===== src/rtl/psfu_pkg.sv =====
`timescale 1ns / 1ps
// ----------------------------------------------------------------------------
// psfu_pkg: shared types and constants
// Constants, config bundle and result bundle used by the parser modules.
// ----------------------------------------------------------------------------
package psfu_pkg;

  localparam logic [16:0] MAX_GLYPHS      = 17'd65536;
  localparam logic [16:0] GLYPH_COUNT_RST = 17'd256;

  localparam logic [7:0]  SEQ_START_BYTE  = 8'hFE;
  localparam logic [7:0]  TERM_BYTE       = 8'hFF;
  localparam logic [15:0] SEQ_START_UNIT  = 16'hFFFE;
  localparam logic [15:0] TERM_UNIT       = 16'hFFFF;

  localparam logic REG_UTF8_MODE   = 1'b0;
  localparam logic REG_GLYPH_COUNT = 1'b1;

  typedef struct packed {
    logic        utf8_mode;
    logic [16:0] glyph_count;
    logic        mode_wr;
  } cfg_t;

  typedef struct packed {
    logic [1:0]  n;
    logic [15:0] glyph;
    logic [31:0] code0;
    logic [31:0] code1;
  } res_t;

  typedef struct packed {
    logic        last;
    logic [31:0] code;
    logic [15:0] glyph;
  } out_ent_t;

endpackage


===== src/rtl/psf_unicode_table_parser.sv =====
`timescale 1ns / 1ps
// ----------------------------------------------------------------------------
// psf_unicode_table_parser: font unicode table decoder, top level
// A byte's first word passes through the input register and the result queue.
// Throughput: one byte per cycle while the result queue has space; a byte
//   giving two words takes two entries of the 4-entry result queue.
// Reset: utf8_mode = 1, glyph_count = 256, parser in plain list phase,
//   glyph counter zero, input register and result queue empty.
// ----------------------------------------------------------------------------
module psf_unicode_table_parser (
  input  logic        clk,
  input  logic        rst_n,
  input  logic        in_tvalid,
  output logic        in_tready,
  input  logic [7:0]  in_tdata,    // [7:0] table_byte
  input  logic        in_tlast,    // end_of_data
  output logic        out_tvalid,
  input  logic        out_tready,
  output logic [47:0] out_tdata,   // [15:0] glyph_index, [47:16] code_point
  output logic        out_tlast,   // last_of_run
  input  logic        cfg_psel,
  input  logic        cfg_penable,
  input  logic        cfg_pwrite,
  input  logic [2:0]  cfg_paddr,
  input  logic [31:0] cfg_pwdata,
  output logic [31:0] cfg_prdata,
  output logic        cfg_pready
);
  import psfu_pkg::*;

  cfg_t       cfg;
  res_t       res;
  logic       in_valid_r;
  logic [7:0] in_byte_r;
  logic       in_eod_r;
  logic       space;
  logic       advance;

  assign advance   = in_valid_r && space;
  assign in_tready = !in_valid_r || space;

  always_ff @(posedge clk) begin
    if (!rst_n) begin
      in_valid_r <= 1'b0;
    end else if (in_tvalid && in_tready) begin
      in_valid_r <= 1'b1;
    end else if (advance) begin
      in_valid_r <= 1'b0;
    end
  end

  always_ff @(posedge clk) begin
    if (in_tvalid && in_tready) begin
      in_byte_r <= in_tdata;
      in_eod_r  <= in_tlast;
    end
  end

  psfu_regs u_regs (
    .clk         (clk),
    .rst_n       (rst_n),
    .cfg_psel    (cfg_psel),
    .cfg_penable (cfg_penable),
    .cfg_pwrite  (cfg_pwrite),
    .cfg_paddr   (cfg_paddr),
    .cfg_pwdata  (cfg_pwdata),
    .cfg_prdata  (cfg_prdata),
    .cfg_pready  (cfg_pready),
    .cfg         (cfg)
  );

  psfu_core u_core (
    .clk    (clk),
    .rst_n  (rst_n),
    .step_i (advance),
    .byte_i (in_byte_r),
    .eod_i  (in_eod_r),
    .cfg    (cfg),
    .res    (res)
  );

  psfu_outq u_outq (
    .clk        (clk),
    .rst_n      (rst_n),
    .res        (res),
    .space_o    (space),
    .out_tvalid (out_tvalid),
    .out_tready (out_tready),
    .out_tdata  (out_tdata),
    .out_tlast  (out_tlast)
  );

endmodule


===== src/rtl/psfu_regs.sv =====
`timescale 1ns / 1ps
// ----------------------------------------------------------------------------
// psfu_regs: configuration registers
// APB-style register file holding the table mode and the glyph count.
// ----------------------------------------------------------------------------
module psfu_regs (
  input  logic             clk,
  input  logic             rst_n,
  input  logic             cfg_psel,
  input  logic             cfg_penable,
  input  logic             cfg_pwrite,
  input  logic [2:0]       cfg_paddr,
  input  logic [31:0]      cfg_pwdata,
  output logic [31:0]      cfg_prdata,
  output logic             cfg_pready,
  output psfu_pkg::cfg_t   cfg
);
  import psfu_pkg::*;

  logic        utf8_mode_r;
  logic [16:0] glyph_count_r;
  logic        wr;
  logic        idx;

  assign cfg_pready = 1'b1;
  assign wr         = cfg_psel && cfg_penable && cfg_pwrite && cfg_pready;
  assign idx        = cfg_paddr[2];

  always_ff @(posedge clk) begin
    if (!rst_n) begin
      utf8_mode_r   <= 1'b1;
      glyph_count_r <= GLYPH_COUNT_RST;
    end else if (wr) begin
      case (idx)
        REG_UTF8_MODE:   utf8_mode_r   <= cfg_pwdata[0];
        REG_GLYPH_COUNT: glyph_count_r <= cfg_pwdata[16:0];
        default: ;
      endcase
    end
  end

  always_comb begin
    case (idx)
      REG_UTF8_MODE:   cfg_prdata = {31'd0, utf8_mode_r};
      REG_GLYPH_COUNT: cfg_prdata = {15'd0, glyph_count_r};
      default:         cfg_prdata = 32'd0;
    endcase
  end

  assign cfg.utf8_mode   = utf8_mode_r;
  assign cfg.glyph_count = glyph_count_r;
  assign cfg.mode_wr     = wr && (idx == REG_UTF8_MODE);

endmodule


===== src/rtl/psfu_core.sv =====
`timescale 1ns / 1ps
// ----------------------------------------------------------------------------
// psfu_core: table byte decoder
// Parser state and single-pass decode of one table byte into up to two results.
// ----------------------------------------------------------------------------
module psfu_core (
  input  logic             clk,
  input  logic             rst_n,
  input  logic             step_i,
  input  logic [7:0]       byte_i,
  input  logic             eod_i,
  input  psfu_pkg::cfg_t   cfg,
  output psfu_pkg::res_t   res
);
  import psfu_pkg::*;

  typedef enum logic [1:0] {
    PH_PLAIN = 2'b01,
    PH_SEQ   = 2'b10
  } phase_t;

  typedef struct packed {
    phase_t      ph;
    logic [1:0]  cnt;
    logic [31:0] held;
    logic [31:0] pend;
    logic        pv;
    logic [7:0]  lo;
    logic        lov;
    logic [16:0] ctr;
    logic [1:0]  n;
    logic [31:0] e0;
    logic [31:0] e1;
  } work_t;

  phase_t      ph_r;
  logic [1:0]  cnt_r;
  logic [31:0] held_r;
  logic [31:0] pend_r;
  logic        pv_r;
  logic [7:0]  lo_r;
  logic        lov_r;
  logic [16:0] ctr_r;

  work_t       w_nxt;
  logic [16:0] limit;
  logic        active;
  logic [15:0] unit;
  logic [31:0] lead;

  function automatic work_t f_emit(work_t w, logic [31:0] code);
    if (w.n == 2'd0) begin
      w.e0 = code;
      w.n  = 2'd1;
    end else if (w.n == 2'd1) begin
      w.e1 = code;
      w.n  = 2'd2;
    end
    return w;
  endfunction

  function automatic work_t f_deliver(work_t w, logic [31:0] code);
    if (w.ph == PH_PLAIN) begin
      w = f_emit(w, code);
    end else begin
      if (w.cnt == 2'd0) w.held = code;
      if (w.cnt != 2'd2) w.cnt = w.cnt + 2'd1;
    end
    return w;
  endfunction

  function automatic work_t f_close(work_t w);
    if (w.ph == PH_SEQ && w.cnt == 2'd1) w = f_emit(w, w.held);
    w.cnt  = 2'd0;
    w.held = 32'd0;
    return w;
  endfunction

  function automatic work_t f_marker(work_t w, logic is_term);
    if (!is_term) begin
      if (w.ph == PH_SEQ) w = f_close(w);
      w.ph  = PH_SEQ;
      w.cnt = 2'd0;
    end else begin
      w     = f_close(w);
      w.ph  = PH_PLAIN;
      w.ctr = w.ctr + 17'd1;
    end
    return w;
  endfunction

  function automatic work_t f_flush(work_t w);
    if (w.pv) begin
      w.pv   = 1'b0;
      w      = f_deliver(w, w.pend);
      w.pend = 32'd0;
    end
    return w;
  endfunction

  assign limit  = (cfg.glyph_count > MAX_GLYPHS) ? MAX_GLYPHS : cfg.glyph_count;
  assign active = ctr_r < limit;
  assign unit   = {byte_i, lo_r};

  always_comb begin
    if (byte_i[7:3] == 5'b11110)     lead = {29'd0, byte_i[2:0]};
    else if (byte_i[7:4] == 4'b1110) lead = {28'd0, byte_i[3:0]};
    else if (byte_i[7:5] == 3'b110)  lead = {27'd0, byte_i[4:0]};
    else                             lead = {25'd0, byte_i[6:0]};
  end

  always_comb begin
    w_nxt = '{ph: ph_r, cnt: cnt_r, held: held_r, pend: pend_r, pv: pv_r,
               lo: lo_r, lov: lov_r, ctr: ctr_r, n: 2'd0, e0: 32'd0, e1: 32'd0};
    if (active) begin
      if (cfg.utf8_mode) begin
        if (byte_i == SEQ_START_BYTE || byte_i == TERM_BYTE) begin
          w_nxt = f_flush(w_nxt);
          w_nxt = f_marker(w_nxt, byte_i == TERM_BYTE);
        end else if (w_nxt.pv && byte_i[7:6] == 2'b10) begin
          w_nxt.pend = {w_nxt.pend[25:0], byte_i[5:0]};
        end else begin
          w_nxt = f_flush(w_nxt);
          if (!byte_i[7]) begin
            w_nxt = f_deliver(w_nxt, {24'd0, byte_i});
          end else begin
            w_nxt.pend = lead;
            w_nxt.pv   = 1'b1;
          end
        end
      end else if (!w_nxt.lov) begin
        w_nxt.lo  = byte_i;
        w_nxt.lov = 1'b1;
      end else begin
        w_nxt.lov = 1'b0;
        w_nxt.lo  = 8'd0;
        if (unit == SEQ_START_UNIT)  w_nxt = f_marker(w_nxt, 1'b0);
        else if (unit == TERM_UNIT)  w_nxt = f_marker(w_nxt, 1'b1);
        else                         w_nxt = f_deliver(w_nxt, {16'd0, unit});
      end
    end
    if (eod_i) begin
      if (w_nxt.pv && w_nxt.ph == PH_PLAIN && active) w_nxt = f_flush(w_nxt);
      w_nxt.ph   = PH_PLAIN;
      w_nxt.cnt  = 2'd0;
      w_nxt.held = 32'd0;
      w_nxt.pend = 32'd0;
      w_nxt.pv   = 1'b0;
      w_nxt.lo   = 8'd0;
      w_nxt.lov  = 1'b0;
      w_nxt.ctr  = 17'd0;
    end
  end

  always_ff @(posedge clk) begin
    if (!rst_n) begin
      ph_r   <= PH_PLAIN;
      cnt_r  <= 2'd0;
      held_r <= 32'd0;
      pend_r <= 32'd0;
      pv_r   <= 1'b0;
      lo_r   <= 8'd0;
      lov_r  <= 1'b0;
      ctr_r  <= 17'd0;
    end else if (step_i) begin
      ph_r   <= w_nxt.ph;
      cnt_r  <= w_nxt.cnt;
      held_r <= w_nxt.held;
      pend_r <= w_nxt.pend;
      pv_r   <= w_nxt.pv;
      lo_r   <= w_nxt.lo;
      lov_r  <= w_nxt.lov;
      ctr_r  <= w_nxt.ctr;
    end else if (cfg.mode_wr) begin
      pend_r <= 32'd0;
      pv_r   <= 1'b0;
      lo_r   <= 8'd0;
      lov_r  <= 1'b0;
    end
  end

  assign res.n     = step_i ? w_nxt.n : 2'd0;
  assign res.glyph = ctr_r[15:0];
  assign res.code0 = w_nxt.e0;
  assign res.code1 = w_nxt.e1;

endmodule


===== src/rtl/psfu_outq.sv =====
`timescale 1ns / 1ps
// ----------------------------------------------------------------------------
// psfu_outq: result queue
// Four-entry shift queue taking up to two words a cycle, draining one a cycle while out_tready is high.
// ----------------------------------------------------------------------------
module psfu_outq (
  input  logic             clk,
  input  logic             rst_n,
  input  psfu_pkg::res_t   res,
  output logic             space_o,
  output logic             out_tvalid,
  input  logic             out_tready,
  output logic [47:0]      out_tdata,
  output logic             out_tlast
);
  import psfu_pkg::*;

  out_ent_t   q_r   [4];
  out_ent_t   q_nxt [4];
  logic [2:0] count_r;
  logic [2:0] count_nxt;
  logic [2:0] base;
  logic       pop;
  out_ent_t   r0;
  out_ent_t   r1;

  assign out_tvalid = count_r != 3'd0;
  assign pop        = out_tvalid && out_tready;
  assign base       = count_r - {2'd0, pop};
  assign space_o    = count_r <= 3'd2;
  assign count_nxt  = base + {1'b0, res.n};

  assign r0 = '{last: res.n == 2'd1, code: res.code0, glyph: res.glyph};
  assign r1 = '{last: 1'b1, code: res.code1, glyph: res.glyph};

  always_comb begin
    for (int i = 0; i < 3; i++) begin
      q_nxt[i] = pop ? q_r[i+1] : q_r[i];
    end
    q_nxt[3] = q_r[3];
    for (int i = 0; i < 4; i++) begin
      if (res.n != 2'd0 && base[1:0] == 2'(i)) q_nxt[i] = r0;
      if (res.n == 2'd2 && (base[1:0] + 2'd1) == 2'(i)) q_nxt[i] = r1;
    end
  end

  always_ff @(posedge clk) begin
    if (!rst_n) begin
      count_r <= 3'd0;
    end else begin
      count_r <= count_nxt;
    end
  end

  always_ff @(posedge clk) begin
    for (int i = 0; i < 4; i++) begin
      q_r[i] <= q_nxt[i];
    end
  end

  assign out_tdata = {q_r[0].code, q_r[0].glyph};
  assign out_tlast = q_r[0].last;

endmodule

===== config.mk =====
export PLATFORM = sky130hd
export DESIGN_NAME = psf_unicode_table_parser
export DESIGN_NICKNAME = d
export VERILOG_FILES = /design/src/rtl/psfu_pkg.sv /design/src/rtl/psf_unicode_table_parser.sv /design/src/rtl/psfu_regs.sv /design/src/rtl/psfu_core.sv /design/src/rtl/psfu_outq.sv
export SDC_FILE = /design/constraint.sdc
export NUM_CORES = 1
export LEC_CHECK = 0
export ABC_AREA = 1
export ABC_CLOCK_PERIOD_IN_PS = 5700
export BUFFER_PORTS_ARGS = -buffer_cell sky130_fd_sc_hd__buf_2
export CAP_MARGIN = 20
export CORE_MARGIN = 2
export CORE_UTILIZATION = 37
export CTS_CLUSTER_SIZE = 28
export DETAILED_ROUTE_END_ITERATION = 6
export PLACE_DENSITY = 0.53
export SLEW_MARGIN = 20
export SYNTH_ARGS = -nofsm -noshare
export SYNTH_HDL_FRONTEND = slang
export SYNTH_SLANG_ARGS = --single-unit

===== constraint.sdc =====
create_clock -name clk -period 5.7 [get_ports clk]
set_input_delay 0.57 -clock clk [delete_from_list [all_inputs] [get_ports clk]]
set_output_delay 0.57 -clock clk [all_outputs]
set_load 0.01 [all_outputs]

==> results.md, run 1 <==
* Number of buffers created by CTS at 40
* Grt total ovfl at 0
* HPWL after DPL at 42600 um
* Final nets at 2857
* Sequential element share of the synthesized area at 0.429
* Antenna cells at 0
* Final hold violations at 0
* Mapped Cells at 2748
* Mean post-synth cell area at 7.17 um2
* Clock Latency Late Sink at 580 ps
* Vias per cell at 5.43
* H-tree depth at 2
* Starting Density at 0.375
* Max Cap Viol at 0
* Cell area after layout at 0.0222 mm2
* Routed Antenna Nets at 0
* RSZ-0062 raised after global routing: no
* VDD IR max at 0.000226 V
* CTS Hold Buffers Added at 0
* Worst Setup SP: u_regs.glyph_count_r[12]
* PD cells at 400 mW/mm2
* DR iter-0 viols at 1849
* Total Neg Setup Slack at 0 ps
* Clock-pin slew on the worst setup and hold paths at 60 ps
* Die height at 235 um
* Drt total wl at 64500 um
* Post-DP Area at 0.0209 mm2
* Root buffer cell: clkbuf_16
* Setup crit end kind: flop
* Die footprint at 0.0551 mm2
* Initial DRT Pass Iterations at 6
* Post-synth top area cell: edfxtp_1
* FMAX at 0.202 GHz
* R2r startpoint: u_regs.glyph_count_r[12]
* DIE WIDTH at 235 um
* Post-synth top area share at 0.306
* Clock skew at 23.6 ps
* Cts repair resizes at 0
* CTS max path bufs at 3
* Leakage at 9.22 nW
* Via count at 19000
* Post-CTS setup buffer count at 0
* Yosys reg bits at 322
* Final setup fails at 0
* Routed length per instance at 18.4 um
* Hold Startpoint: in_tdata[5]
* Fin crit share at 0.869
* FP Rows at 84
* Startpoint Class: flop
* Synth warn at 0
* Mapped cell area at 0.0197 mm2
* Fillers at 5441
* Setup CP Type: flop to flop
* Total track usage at 0.227
* First-pass GRT wire length at 101000 um
* Share of cells above drive strength 1 at 0.0979
* Async SR Flop Fraction at 0
* Required @ worst endpoint at 6020 ps
* Routability Congestion at 0.856
* Top post-synthesis cells by area: edfxtp_1 (31%), nand2_1 (13%), dfxtp_1 (12%), nand3_1 (9.9%), inv_1 (5.9%)
* Top cells by count, synth: nand2_1 (708), nand3_1 (388), inv_1 (310), nor2_1 (209), o21ai_0 (207)
* Worst EP arrival at 5270 ps
* EDFF count, synth at 201
* CP Max Fanout at 50
* HP Class: primary input to flop
* Core Box Area at 0.0526 mm2
* CTS tree: done
* Slew margin rel. at 0.338
* Vias in the first global route at 17400
* Top_reg_cell synth: edfxtp_1
* Fin crit period at 4950 ps
* Worst Tran Pin Value at 992 ps
* DRC viols at 0
* Status: complete, no violations
* Netlist cell types at 49
* Clock Sinks at 322
* Area delta synth->final at 12.5%
* Count leader, synth: nand2_1
* Port buffer count at 101
* Largest net degree at the start of global routing at 95
* Initial antenna violation count at 0
* Depth of the worst register-to-register path at 26
* Hold Path Stages at 1
* Max Slew Vio Count at 0
* I/O pins at 135
worst paths after layout:
kind,slack (ps),to
max,750,u_outq.q_r[2][12]
min,170,in_byte_r[5]
max reg2reg,750,u_outq.q_r[2][12]
min reg2reg,460,u_outq.q_r[3][48]
flip-flops by register name (all words and copies together), names as in the netlist:
signal,cells
in_byte_r,8
in_valid_r,1
u_core.pv_r,1
u_core.lo_r,8
u_regs.utf8_mode_r,1
u_core.ctr_r,17
u_core.cnt_r,2
in_eod_r,1
u_regs.glyph_count_r,17
u_outq.q_r,196
u_core.lov_r,1
u_outq.count_r,3
u_core.held_r,32
u_core.pend_r,32
u_core.ph_r,2
final cells by class:
| cell class | instances | area [um2] | area share |
|---|---|---|---|
| Clock inverter | 27 | 243 | 0.0109 |
| Timing Repair Buffer | 165 | 1090 | 0.0490 |
| Inverter | 326 | 1220 | 0.0552 |
| Sequential cell | 322 | 8460 | 0.382 |
| Multi-Input combinational cell | 1922 | 9250 | 0.417 |
| Clock buffer | 46 | 1040 | 0.0471 |
| Tap cell | 688 | 861 | 0.0388 |
power by group:
group	internal, mW	total [mW]	switching [mW]
Clock	1.50	2.56	1.06
Combinational	0.785	2.92	2.13
Sequential	3.24	3.38	0.141
Total	5.53	8.86	3.34
critical path, stage by stage, from the launching register on:
cell     delay, ps
dfxtp_1        340
nor2_1         110
nand2_1         60
nor2_1         100
nand2_1         70
nand2_2        230
nand2_1        100
ha_1           300
a21oi_1        160
nor2_1          50
nor2_1         100
nand2_1         90
a21oi_1        170
nand2_2        330
nor2_2         270
nand2_1         90
nand2_2        220
inv_2          210
nand3_1        140
nand2_1         70
nand2_2        190
inv_2          120
nand3_2         90
buf_4          510
nand2_2        330
nand2_1        140
nand2_1         60
routing by layer:
metal  wire, um  track usage  vias to the layer above
met3       5400       0.0350                       97
met2      28000        0.346                      832
met1      29600        0.330                     8844
met4       1500       0.0706                        0
li1           -            -                     9216
met5          0            0                        -
cells by family after synthesis:
kind of cell    synth area share
fa+ha+maj                 0.0188
xor+xnor                 0.00267
simple gates               0.309
other cells             0.000381
flops                      0.429
compound gates             0.133
buf+inv                    0.107
mux                     0.000508
stage by stage:
step | cells | setup WS (ps) | util | total power [mW] | hold slack (ps)
after floorplan | 2762 | 664 | - | 5.34 | 424
after global placement | 3423 | 795 | 0.397 | 6.30 | 448
after detailed placement | 3423 | 717 | 0.397 | 6.36 | 448
after CTS | 3496 | 710 | 0.422 | 8.95 | 142
after global routing | 3496 | 307 | 0.422 | 9.38 | 162
final | 3496 | 749 | 0.422 | 8.86 | 171
cell usage in the layout (no fill, tap or decap), types with 8 or more instances in the layout:
| cell | count |
|---|---|
| a21oi_1 | 109 |
| o32ai_1 | 15 |
| nor3_1 | 46 |
| nand3_1 | 384 |
| clkinv_1 | 14 |
| buf_2 | 101 |
| buf_12 | 8 |
| clkinv_2 | 12 |
| nor2_1 | 205 |
| inv_2 | 9 |
| a211oi_1 | 17 |
| nand2_2 | 13 |
| nand4_1 | 28 |
| o21ai_1 | 11 |
| nand2_1 | 704 |
| o22ai_1 | 31 |
| edfxtp_1 | 201 |
| dfxtp_1 | 121 |
| a32oi_1 | 14 |
| conb_1 | 16 |
| clkbuf_16 | 41 |
| a31oi_1 | 16 |
| o21ai_0 | 206 |
| buf_4 | 56 |
| o211ai_1 | 14 |
| inv_1 | 309 |
| ha_1 | 28 |
Power figures use the tool's default switching activity.
==> run 2, diff against run 1 <==
- ABC_AREA: 1 -> default
- PLACE_DENSITY: 0.53 -> 0.54
==> run 2 against run 1 <==
Against the previous run:
- hold slack improved by 20 ps
- via count decreased by 28%
- clock skew decreased by 6.1 ps
- non-clock buffer count down 14
- synthesized area down 13%
- fmax down 1.3%
- critical path type unchanged
- critical endpoint is now u_outq.q_r[3][10]
==> results.md, run 2 <==
* Die footprint at 0.0479 mm2
* H-tree depth at 2
* Leakage at 6.68 nW
* Drt total wl at 50500 um
* Die height at 219 um
* Vias in the first global route at 13000
* Setup crit end kind: flop
* Final hold violations at 0
* I/O pins at 135
* HPWL after DPL at 32700 um
* HP Class: primary input to flop
* Area of the multi-input gates at 0.00796 mm2
* Mapped cell area at 0.0171 mm2
* Status: complete, no violations
* Area delta synth->final at 13.7%
* Top_reg_cell synth: edfxtp_1
* Sequential element share of the synthesized area at 0.495
* Required @ worst endpoint at 5890 ps
* Post-synth top area cell: edfxtp_1
* Max Slew Vio Count at 0
* Commonest non-fill, non-tap cells in the layout: edfxtp_1 (201), nand2_1 (182), dfxtp_1 (121), nor2_1 (107), buf_2 (101)
* Routability Congestion at 0.885
* Largest net degree at the start of global routing at 67
* Netlist cell types at 72
* FF/Latch Area at 0.00846 mm2
* Clock skew at 17.5 ps
* Biggest regs: u_outq.q_r (196), u_core.held_r (32), u_core.pend_r (32)
* Count leader, synth: edfxtp_1
* Fin crit share at 0.880
* Top cells by count, synth: edfxtp_1 (201), nand2_1 (185), dfxtp_1 (121), nor2_1 (109), clkbuf_1 (104)
* Final Power at 7.43 mW
* Worst EP arrival at 5210 ps
* Initial antenna violation count at 1
* Port buffer count at 101
* Biggest register: u_outq.q_r
* Share of cells above drive strength 1 at 0.161
* Via count at 13800
* VDD IR max at 0.000223 V
* CP Max Fanout at 46
* DRC viols at 0
* Most common cell after layout, fill and taps aside: edfxtp_1
* PD cells at 382 mW/mm2
* Total Neg Setup Slack at 0 ps
* Routed Antenna Nets at 0
* Mapped Cells at 1729
* Vias per cell at 5.72
* EDFF count, synth at 201
* Async SR Flop Fraction at 0
* Clock-pin slew on the worst setup and hold paths at 60 ps
* Setup CP Type: flop to flop
* Root buffer cell: clkbuf_16
* Total track usage at 0.210
* First-pass GRT wire length at 78300 um
* Clock Sinks at 322
* Fillers at 4450
* CTS tree: done
* Mean post-synth cell area at 9.88 um2
* Max reg flops at 196
* Slew margin rel. at 0.289
* FMAX at 0.199 GHz
* Startpoint Class: flop
* Post-synth top area share at 0.353
* Starting Density at 0.376
* CTS Hold Buffers Added at 0
* Initial DRT Pass Iterations at 6
* Routed length per instance at 21.0 um
* Number of buffers created by CTS at 38
* DR iter-0 viols at 1294
* CTS max path bufs at 3
* Top post-synthesis cells by area: edfxtp_1 (35%), dfxtp_1 (14%), a22oi_1 (4.2%), nand2_1 (4.1%), o21ai_0 (2.8%)
* Grt total ovfl at 0
* Max Cap Viol at 0
* Clock Latency Late Sink at 560 ps
* RSZ-0062 raised after global routing: no
* Final setup fails at 0
* Cts repair resizes at 0
* Yosys reg bits at 322
* Fin crit period at 5020 ps
* Core Box Area at 0.0455 mm2
* Worst Tran Pin Value at 1070 ps
* Post-CTS setup buffer count at 0
* Final nets at 1856
* Synth warn at 0
* DIE WIDTH at 219 um
* FP Rows at 78
==> run 2: final timing paths <==
check                    startpoint           endpoint  slack [ps]  cells after the start
hold reg to reg   u_outq.q_r[3][48]  u_outq.q_r[3][48]         470                      1
hold / removal          in_tdata[7]       in_byte_r[7]         190                      1
setup / recovery     u_core.ph_r[0]  u_outq.q_r[3][10]         680                     19
setup reg to reg     u_core.ph_r[0]  u_outq.q_r[3][10]         680                     19
==> run 2: cell families (layout without fill, tap and decap cells) <==
logic type,after synthesis,after routing,synth area share
compound gates,588,588,0.237
simple gates,537,537,0.153
flops,322,322,0.495
buf+inv,175,237,0.0448
mux,74,74,0.0469
fa+ha+maj,29,29,0.0217
other cells,2,17,0.000439
xor+xnor,2,2,0.00103
==> run 2: stage by stage <==
stage / instance area (um2) / hold slack, ps / cells / utilization / setup WS, ps
after CTS: 19400 / 160 / 2405 / 0.427 / 737
after floorplan: 17100 / 436 / 1743 / - / 118
final: 19400 / 191 / 2406 / 0.427 / 683
after detailed placement: 18200 / 455 / 2336 / 0.400 / 758
after global placement: 18200 / 451 / 2336 / 0.400 / 850
after global routing: 19400 / 165 / 2406 / 0.427 / 395
==> run 2: cell type report <==
type | count | share of cell area
Sequential cell | 322 | 0.435
Antenna cell | 1 | 0.000129
Inverter | 17 | 0.00328
Multi-Input combinational cell | 1246 | 0.410
Clock buffer | 56 | 0.0561
Tap cell | 600 | 0.0386
Clock inverter | 13 | 0.00837
Timing Repair Buffer | 151 | 0.0485
==> run 2: power by group <==
group / internal (mW) / switching [mW] / total [mW]
clock network: 1.47 / 0.996 / 2.47
logic: 0.638 / 0.978 / 1.62
registers: 3.19 / 0.156 / 3.35
total: 5.30 / 2.13 / 7.43
==> run 2: critical path, cell delays in order (launching register included) <==
cell	delay [ps]
dfxtp_1	400
nand2b_1	200
nand2_1	170
mux2i_1	340
inv_1	90
ha_1	220
nand3b_1	230
inv_1	80
ha_1	280
o21ai_0	70
o21ai_0	110
a32oi_1	360
a21oi_1	140
ha_1	310
nand2_2	240
nand3_1	250
buf_4	290
or2_1	280
nand2_2	70
buf_4	460
==> run 2: per-layer routing <==
| layer | share of wire | GRT usage |
|---|---|---|
| met1 | 0.48 | 0.310 |
| met3 | 0.068 | 0.0381 |
| met5 | 0 | 0 |
| met4 | 0.019 | 0.0534 |
| met2 | 0.44 | 0.315 |
